==> src/hdl/lsw_pkg.sv <==
// Package for the landmark smile window detector.
// Holds widths, register indexes, verdict codes and the sequencer state types.
// No dependencies.
package lsw_pkg;
	localparam int WINDOW = 16;
	localparam int COORD_BITS = 12;
	localparam int WIN_BITS = $clog2(WINDOW);
	localparam int CNT_BITS = $clog2(WINDOW + 1);
	localparam int NEW_CNT = WINDOW / 2;
	localparam int OLD_CNT = WINDOW - WINDOW / 2 - 1;
	localparam int SQ_BITS = 2 * COORD_BITS + 1;
	localparam int SUM_BITS = 16 + WIN_BITS;
	localparam int GAIN_BITS = 10;

	localparam logic [0:0] REG_LIP_GAIN = 1'b0;
	localparam logic [0:0] REG_CORNER_GAIN = 1'b1;

	localparam logic [1:0] VERDICT_FEW = 2'd0;
	localparam logic [1:0] VERDICT_LIPS = 2'd1;
	localparam logic [1:0] VERDICT_WIDTH = 2'd2;
	localparam logic [1:0] VERDICT_SMILE = 2'd3;

	typedef enum logic [3:0] {
		ST_IDLE, ST_DIST, ST_DIV_W, ST_SQRT_W, ST_DIV_O, ST_SQRT_O,
		ST_SUM, ST_CMP, ST_OUT
	} state_t;

	// Phases of the shared ratio unit.
	typedef enum logic [1:0] {
		PH_IDLE, PH_DIV, PH_ROOT
	} phase_t;
endpackage

==> src/hdl/lsw_ratio_unit.sv <==
// Ratio unit: floor(sqrt(65536*a/b)) with saturation, one bit per cycle.
// Restoring divider followed by a digit-by-digit square root. Uses lsw_pkg.
module lsw_ratio_unit (
	input  logic clk,
	input  logic arst_n,
	input  logic start,
	input  logic [lsw_pkg::SQ_BITS-1:0] num_sq,
	input  logic [lsw_pkg::SQ_BITS-1:0] den_sq,
	output logic done,
	output logic [15:0] ratio
);
	import lsw_pkg::*;
	localparam int QB = SQ_BITS + 16;
	localparam int QCB = $clog2(QB + 1);

	phase_t phase_q, phase_d;
	logic [QCB-1:0] cnt_q;
	logic [QB-1:0] dividend_q;
	logic [SQ_BITS:0] rem_q;
	logic [QB-1:0] quot_q;
	logic [33:0] root_rem_q;
	logic [15:0] root_q;
	logic [4:0] rcnt_q;
	logic [SQ_BITS:0] rem_sh;
	logic [33:0] rr_sh, trial;

	assign rem_sh = {rem_q[SQ_BITS-1:0], dividend_q[QB-1]};
	assign rr_sh = {root_rem_q[31:0], quot_q[31:30]};
	assign trial = {16'd0, root_q, 2'b01};

	// Next phase: divide for every quotient bit, then root for 16 result bits.
	always_comb begin
		phase_d = phase_q;
		case (phase_q)
			PH_IDLE: if (start && den_sq != '0) phase_d = PH_DIV;
			PH_DIV: if (cnt_q == QCB'(QB - 1)) phase_d = PH_ROOT;
			PH_ROOT: if (rcnt_q == 5'd15) phase_d = PH_IDLE;
			default: phase_d = PH_IDLE;
		endcase
	end

	// Phase register and the done pulse.
	always_ff @(posedge clk or negedge arst_n) begin
		if (!arst_n) begin
			phase_q <= PH_IDLE;
			done <= 1'b0;
		end else begin
			phase_q <= phase_d;
			done <= (phase_q == PH_IDLE && start && den_sq == '0) ||
				(phase_q == PH_ROOT && rcnt_q == 5'd15);
		end
	end

	// Datapath: one divide bit or one root bit per cycle.
	always_ff @(posedge clk) begin
		case (phase_q)
			PH_IDLE: begin
				dividend_q <= {num_sq, 16'd0};
				rem_q <= '0;
				quot_q <= '0;
				cnt_q <= '0;
				rcnt_q <= '0;
				root_q <= '0;
				root_rem_q <= '0;
				if (start && den_sq == '0) ratio <= 16'hFFFF;
			end
			PH_DIV: begin
				dividend_q <= dividend_q << 1;
				cnt_q <= cnt_q + 1'b1;
				if (rem_sh >= {1'b0, den_sq}) begin
					rem_q <= rem_sh - {1'b0, den_sq};
					quot_q <= {quot_q[QB-2:0], 1'b1};
				end else begin
					rem_q <= rem_sh;
					quot_q <= {quot_q[QB-2:0], 1'b0};
				end
			end
			PH_ROOT: begin
				// The upper quotient bits stay put for the overflow check.
				quot_q <= {quot_q[QB-1:32], quot_q[29:0], 2'b00};
				rcnt_q <= rcnt_q + 1'b1;
				if (rr_sh >= trial) begin
					root_rem_q <= rr_sh - trial;
					root_q <= {root_q[14:0], 1'b1};
				end else begin
					root_rem_q <= rr_sh;
					root_q <= {root_q[14:0], 1'b0};
				end
				if (rcnt_q == 5'd15) begin
					if (quot_q[QB-1:32] != '0) ratio <= 16'hFFFF;
					else if (rr_sh >= trial) ratio <= {root_q[14:0], 1'b1};
					else ratio <= {root_q[14:0], 1'b0};
				end
			end
			default: ;
		endcase
	end
endmodule

==> src/hdl/landmark_smile_window_detector.sv <==
// Landmark smile window detector, top level.
// Holds the sequencer, ratio history and the shared sum/compare datapath.
// Uses lsw_pkg and lsw_ratio_unit.
//
// Usage: items enter on s_axis (tdata packs command then six 24-bit points).
// Each item yields one result on m_axis: tdata bits 1:0 verdict, bit 2 smile.
// A no-face item goes from idle straight to the OUT state, which then sets the
// output register. A face frame runs two ratios through the shared divide/root
// unit; once the window is full it then sums both windows one entry a cycle
// and compares in two multiply steps. The next item can be taken once the
// result has left. s_axis_tready is high only when idle and the output
// register is empty; a stalled receiver holds the result and the block waits.
// Reset empties the output, clears the frame count and loads the default gains;
// the history contents are left undefined. Configuration writes go through
// cfg_we/cfg_index/cfg_data; the user must make them only while idle, as the
// block itself does not enforce it.
module landmark_smile_window_detector (
	input  logic clk,
	input  logic arst_n,
	input  logic cfg_we,
	input  logic cfg_index,
	input  logic [9:0] cfg_data,
	input  logic s_axis_tvalid,
	output logic s_axis_tready,
	// command[0], mouth_left[24:1], mouth_right[48:25], top_lip[72:49],
	// low_lip[96:73], left_reference[120:97], right_reference[144:121], zero pad
	input  logic [151:0] s_axis_tdata,
	output logic m_axis_tvalid,
	input  logic m_axis_tready,
	// verdict[1:0], smile[2], zero pad
	output logic [7:0] m_axis_tdata
);
	import lsw_pkg::*;

	state_t state_q, state_d;
	logic [GAIN_BITS-1:0] lip_gain_q, corner_gain_q;
	logic [CNT_BITS-1:0] frames_q;
	logic [143:0] pts_q;
	logic [SQ_BITS-1:0] dw_q, do_q, dn_q;
	logic [15:0] wr_q;
	logic [15:0] wh_q [WINDOW];
	logic [15:0] oh_q [WINDOW];
	logic [WIN_BITS:0] idx_q;
	logic [SUM_BITS-1:0] wnew_q, wold_q, onew_q, oold_q;
	logic [1:0] verdict_q;
	logic out_valid_q;
	logic lip_fail_q;
	logic unit_start;
	logic unit_done;
	logic [SQ_BITS-1:0] unit_num;
	logic [15:0] ratio;
	logic [3:0] step_q;

	function automatic logic [SQ_BITS-1:0] sqd(input logic [23:0] p, input logic [23:0] q);
		logic [COORD_BITS-1:0] dx, dy;
		dx = (p[COORD_BITS-1:0] > q[COORD_BITS-1:0]) ?
			p[COORD_BITS-1:0] - q[COORD_BITS-1:0] : q[COORD_BITS-1:0] - p[COORD_BITS-1:0];
		dy = (p[2*COORD_BITS-1:COORD_BITS] > q[2*COORD_BITS-1:COORD_BITS]) ?
			p[2*COORD_BITS-1:COORD_BITS] - q[2*COORD_BITS-1:COORD_BITS] :
			q[2*COORD_BITS-1:COORD_BITS] - p[2*COORD_BITS-1:COORD_BITS];
		return SQ_BITS'(dx) * SQ_BITS'(dx) + SQ_BITS'(dy) * SQ_BITS'(dy);
	endfunction

	// Shared ratio unit, started on entry to each divide state.
	assign unit_num = (state_q == ST_DIV_W) ? dw_q : do_q;
	lsw_ratio_unit u_ratio (
		.clk(clk), .arst_n(arst_n), .start(unit_start),
		.num_sq(unit_num), .den_sq(dn_q), .done(unit_done), .ratio(ratio)
	);

	assign s_axis_tready = (state_q == ST_IDLE) && !out_valid_q;
	assign m_axis_tvalid = out_valid_q;
	assign m_axis_tdata = {5'd0, verdict_q == VERDICT_SMILE, verdict_q};

	// Next-state logic.
	always_comb begin
		state_d = state_q;
		case (state_q)
			ST_IDLE: if (s_axis_tvalid && s_axis_tready)
				state_d = s_axis_tdata[0] ? ST_OUT : ST_DIST;
			ST_DIST: state_d = ST_DIV_W;
			ST_DIV_W: state_d = ST_SQRT_W;
			ST_SQRT_W: if (unit_done) state_d = ST_DIV_O;
			ST_DIV_O: state_d = ST_SQRT_O;
			ST_SQRT_O: if (unit_done) state_d = (frames_q == CNT_BITS'(WINDOW)) ?
				ST_SUM : ST_OUT;
			ST_SUM: if (idx_q == (WIN_BITS + 1)'(WINDOW - 1)) state_d = ST_CMP;
			ST_CMP: if (step_q == 4'd1) state_d = ST_OUT;
			ST_OUT: state_d = ST_IDLE;
			default: state_d = ST_IDLE;
		endcase
	end

	// Output decode for the sequencer.
	always_comb begin
		unit_start = (state_q == ST_DIV_W) || (state_q == ST_DIV_O);
	end

	always_ff @(posedge clk or negedge arst_n) begin
		if (!arst_n) begin
			state_q <= ST_IDLE;
			lip_gain_q <= 10'd384;
			corner_gain_q <= 10'd333;
			frames_q <= '0;
			out_valid_q <= 1'b0;
		end else begin
			state_q <= state_d;
			if (cfg_we && cfg_index == REG_LIP_GAIN) lip_gain_q <= cfg_data;
			if (cfg_we && cfg_index == REG_CORNER_GAIN) corner_gain_q <= cfg_data;
			if (state_q == ST_IDLE && s_axis_tvalid && s_axis_tready) begin
				if (s_axis_tdata[0]) frames_q <= '0;
				else if (frames_q != CNT_BITS'(WINDOW)) frames_q <= frames_q + 1'b1;
			end
			if (state_q == ST_OUT) out_valid_q <= 1'b1;
			else if (m_axis_tready) out_valid_q <= 1'b0;
		end
	end

	// Datapath: distances, history shift, window sums and comparison.
	always_ff @(posedge clk) begin
		case (state_q)
			ST_IDLE: begin
				pts_q <= s_axis_tdata[144:1];
				// The verdict of a waiting result stays until a new item is taken.
				if (s_axis_tvalid && s_axis_tready) verdict_q <= VERDICT_FEW;
				idx_q <= '0;
				step_q <= '0;
				wnew_q <= '0; wold_q <= '0; onew_q <= '0; oold_q <= '0;
			end
			ST_DIST: begin
				dw_q <= sqd(pts_q[23:0], pts_q[47:24]);
				do_q <= sqd(pts_q[71:48], pts_q[95:72]);
				dn_q <= sqd(pts_q[119:96], pts_q[143:120]);
			end
			ST_SQRT_W: if (unit_done) wr_q <= ratio;
			ST_SQRT_O: if (unit_done) begin
				for (int i = WINDOW - 1; i > 0; i--) begin
					wh_q[i] <= wh_q[i-1];
					oh_q[i] <= oh_q[i-1];
				end
				wh_q[0] <= wr_q;
				oh_q[0] <= ratio;
			end
			ST_SUM: begin
				idx_q <= idx_q + 1'b1;
				if (idx_q < (WIN_BITS + 1)'(NEW_CNT)) begin
					wnew_q <= wnew_q + SUM_BITS'(wh_q[idx_q[WIN_BITS-1:0]]);
					onew_q <= onew_q + SUM_BITS'(oh_q[idx_q[WIN_BITS-1:0]]);
				end else if (idx_q > (WIN_BITS + 1)'(NEW_CNT)) begin
					wold_q <= wold_q + SUM_BITS'(wh_q[idx_q[WIN_BITS-1:0]]);
					oold_q <= oold_q + SUM_BITS'(oh_q[idx_q[WIN_BITS-1:0]]);
				end
			end
			ST_CMP: begin
				step_q <= step_q + 1'b1;
				if (step_q == 4'd0) begin
					lip_fail_q <= (64'(lip_gain_q) * 64'(oold_q) * 64'(NEW_CNT)) >
						(64'(onew_q) * 64'(256 * OLD_CNT));
				end else begin
					verdict_q <= lip_fail_q ? VERDICT_LIPS :
						((64'(corner_gain_q) * 64'(wold_q) * 64'(NEW_CNT)) >
						(64'(wnew_q) * 64'(256 * OLD_CNT))) ? VERDICT_WIDTH : VERDICT_SMILE;
				end
			end
			default: ;
		endcase
	end

	// A result only appears after the OUT state.
	a_out_src: assert property (@(posedge clk) disable iff (!arst_n)
		$rose(out_valid_q) |-> $past(state_q) == ST_OUT) else $error("stray result");
	// Any verdict other than too few frames, a smile included, needs a full window.
	a_full: assert property (@(posedge clk) disable iff (!arst_n)
		(out_valid_q && verdict_q != VERDICT_FEW) |-> frames_q == CNT_BITS'(WINDOW))
		else $error("verdict without full window");
	// No new item while a result waits.
	a_block: assert property (@(posedge clk) disable iff (!arst_n)
		out_valid_q |-> !s_axis_tready) else $error("accept while holding");
endmodule
==> config.mk <==
export PLATFORM = sky130hd
export DESIGN_NAME = landmark_smile_window_detector
export DESIGN_NICKNAME = d
export VERILOG_FILES = /design/src/hdl/lsw_pkg.sv /design/src/hdl/lsw_ratio_unit.sv /design/src/hdl/landmark_smile_window_detector.sv
export SDC_FILE = /design/constraint.sdc
export NUM_CORES = 2
export LEC_CHECK = 0
export BUFFER_PORTS_ARGS = -buffer_cell sky130_fd_sc_hd__buf_2
export CAP_MARGIN = 20
export CELL_PAD_IN_SITES_DETAIL_PLACEMENT = 1
export CELL_PAD_IN_SITES_GLOBAL_PLACEMENT = 1
export CORE_ASPECT_RATIO = 1.4
export CORE_UTILIZATION = 40
export DETAILED_ROUTE_END_ITERATION = 12
export GPL_ROUTABILITY_DRIVEN = 0
export PLACE_DENSITY = 0.63
export SLEW_MARGIN = 40
export SYNTH_ARGS = -nofsm -noshare
export SYNTH_HDL_FRONTEND = slang
export SYNTH_SLANG_ARGS = --single-unit
==> constraint.sdc <==
create_clock -name clk -period 22.5 [get_ports clk]
set_input_delay 5.625 -clock clk [delete_from_list [all_inputs] [get_ports clk]]
set_output_delay 5.625 -clock clk [all_outputs]
set_load 0.1 [all_outputs]
==> reports/metrics.cfg <==
[clock_network]
clockRootBuffer = clkbuf_16
cts_buffers = 108
cts.sinks = 1042
hold_buffers = 0
post_cts_buffers = 0
cts.reportedPaths.clkPinSlew_ns = 0.07
clockBufferDepth = 3
cts_resized = 0
htreeDepth = 3
cts_tree = yes
insertion_delay_ns = 0.77

[synthesis]
syn_inst = 8003
synth_cell_type_count = 114
ys_seq_elements = 1042
syn_avg_cell_area_um2 = 11.3
ys_seq_area_frac = 0.345
synth_area_leaders = edfxtp_1, fa_1, ha_1, inv_1, mux4_2
synth.cell_area_um2 = 90300
synth_edf_count = 1005
async_flop_share = 0.0317
synthFlopType = edfxtp_1
synth_top_area_frac = 0.334
yosys_warnings = 0
synth_top_cell_by_area = edfxtp_1

[power_and_ir_drop]
switching_power_mw = 5.83
p_leak_nw = 44.2
comb_power_share = 0.688
p_int_mw = 7.11
switching_share = 0.450
p_per_area_nw_per_um2 = 132
peakVddDrop_uv = 222
power_frac_clock = 0.147
seqPwrFrac = 0.165

[sta]
maxSlewViolCount = 0
finalCritPeriodShare = 0.447
clock_skew_ns = 0.0861
fin_crit_ns = 10.05
worstMarginPinSlew_ns = 1.01
fmax_mhz = 99.5
setup_viol = 0
hold_viol_final = 0
hold_slack_ns = 0.410
finalSetupTns_ns = 0
rsz0062_at_grt = false
relSlewSlack = 0.319

[setup_path]
end_kind = flop
path_class = flop to flop
worst_path_most_repeated_cell = fa_1
start_kind = flop
critPathMaxStageDelay_ns = 0.70
cpMaxStageDelayCell = xor2_1
path_max_fanout = 9
arrival_ns = 10.56
required_ns = 23.01

[detailed_routing]
drc_errors = 0
routedWlPerCell_um = 19.0
drt_first_pass_iters = 5
drt_iter0_drc = 2272
vias = 58500
viasPerCell = 5.21
ant_nets = 0
drt-total-wl_um = 213000

[floorplan]
die_area_um2 = 228000
die_h_um = 564
std_cell_rows = 206
pin_count = 178
core_area_um2 = 224000
initial_core_util = 0.402
die_x_um = 403

[global_route]
overflow = 0
grt_pass1_wl_um = 350000
grt_max_degree = 91
grt_pass1_vias = 66500
antenna_found_initial = 4
track_usage = 0.191

[job]
max-cap-violations = 0

[finish]
nets = 10000
layout-drive-gt1-share = 0.0898
final_cell_mix = inv_1, edfxtp_1, fa_1
final_core_util = 0.438
layout_commonest_cell = inv_1
area_growth_pct = 9.05

[placed_design]
dp_hpwl_um = 170000
portBuffers = 165

[run_status]
run_status = complete, no violations

[hold_path]
hp-class = flop to flop

[worst max-delay path: cells and delay by family (launching register included)]
kind	cells	cell delay, ns
flops	1	0.41
compound gates	9	2.12
fa+ha+maj	10	4.47
buf+inv	5	0.81
simple gates	3	0.82
xor+xnor	2	0.84
mux	1	0.33
[through the flow]
stage	setup WS (ns)	cell area, um2	std cells	total power, mW
after floorplan	7.74	90300	8007	9.02
after global routing	11.97	98400	11200	14.4
after detailed placement	12.39	94600	11000	11.1
after global placement	12.31	94500	11000	10.8
after CTS	12.37	98300	11200	13.2
final	12.45	98400	11200	12.9
[flip-flops by register name, indices dropped and copies added, names as in the netlist, 25 cells and up, named ones only]
register / cells
dn_q: 25
do_q: 25
dw_q: 25
oh_q: 256
pts_q: 144
u_ratio.dividend_q: 25
u_ratio.quot_q: 41
u_ratio.rem_q: 25
u_ratio.root_rem_q: 32
wh_q: 256
[power by group through the flow]
stage               Combinational [mW]  Sequential, mW  Clock [mW]
finish                            8.91            2.14        1.90
global route                      10.2            2.14        2.02
CTS                               9.06            2.14        1.96
detailed placement                8.95            2.18           0
global placement                  8.66            2.18           0
floorplan                         6.87            2.15           0
[cell families after synthesis]
kind of cell	synth area share
buffers and inverters	0.0679
muxes	0.0541
DFF	0.345
other	0.0000415
xor gates and xnor gates	0.0308
and+or+nand+nor	0.106
AOI/OAI and AO/OA	0.0773
adders and majority gates	0.320
[final timing paths]
kind / from / to / slack [ns] / cells after the start
worst max-delay path: pts_q[36] / dw_q[24] / 12.45 / 30
worst min-delay path: oh_q[1][6] / oh_q[2][6] / 0.41 / 0
worst max register to register: pts_q[36] / dw_q[24] / 12.45 / 30
worst min register to register: oh_q[1][6] / oh_q[2][6] / 0.41 / 0
max in group asynchronous: arst_n / corner_gain_q[9] / 17.25 / 1
min in group asynchronous: arst_n / lip_gain_q[5] / 4.85 / 1
[Yosys cell counts, drive strengths merged (45+ instances only)]
master / number
nand2b: 107
nor3: 129
a21o: 137
a211oi: 46
or3: 46
fa: 938
a21oi: 255
nor2: 562
nand2: 557
clkbuf: 189
o21a: 45
xor2: 105
o21ai: 183
buf: 51
and2: 214
nor2b: 58
mux4: 160
nand3: 101
and3: 50
mux2i: 89
ha: 805
xnor2: 208
edfxtp: 1005
inv: 1359
[cell type report]
class / instances / area [um2]
fill: 24200 / 126000
multi-input combinational: 5358 / 53200
sequential: 1042 / 31100
inverter: 1367 / 5140
tap: 3016 / 3770
clock buffer: 121 / 2750
timing repair buffer: 241 / 1470
clock inverter: 81 / 976
antenna: 3 / 7.51
[per-layer routing]
layer / routed length, um / part of all wire / global-route usage
met5: 0 / 0 / 0
met4: 6970 / 0.033 / 0.0604
met3: 4910 / 0.023 / 0.0176
met2: 119000 / 0.56 / 0.378
met1: 81900 / 0.38 / 0.211
Power figures use the tool's default switching activity.
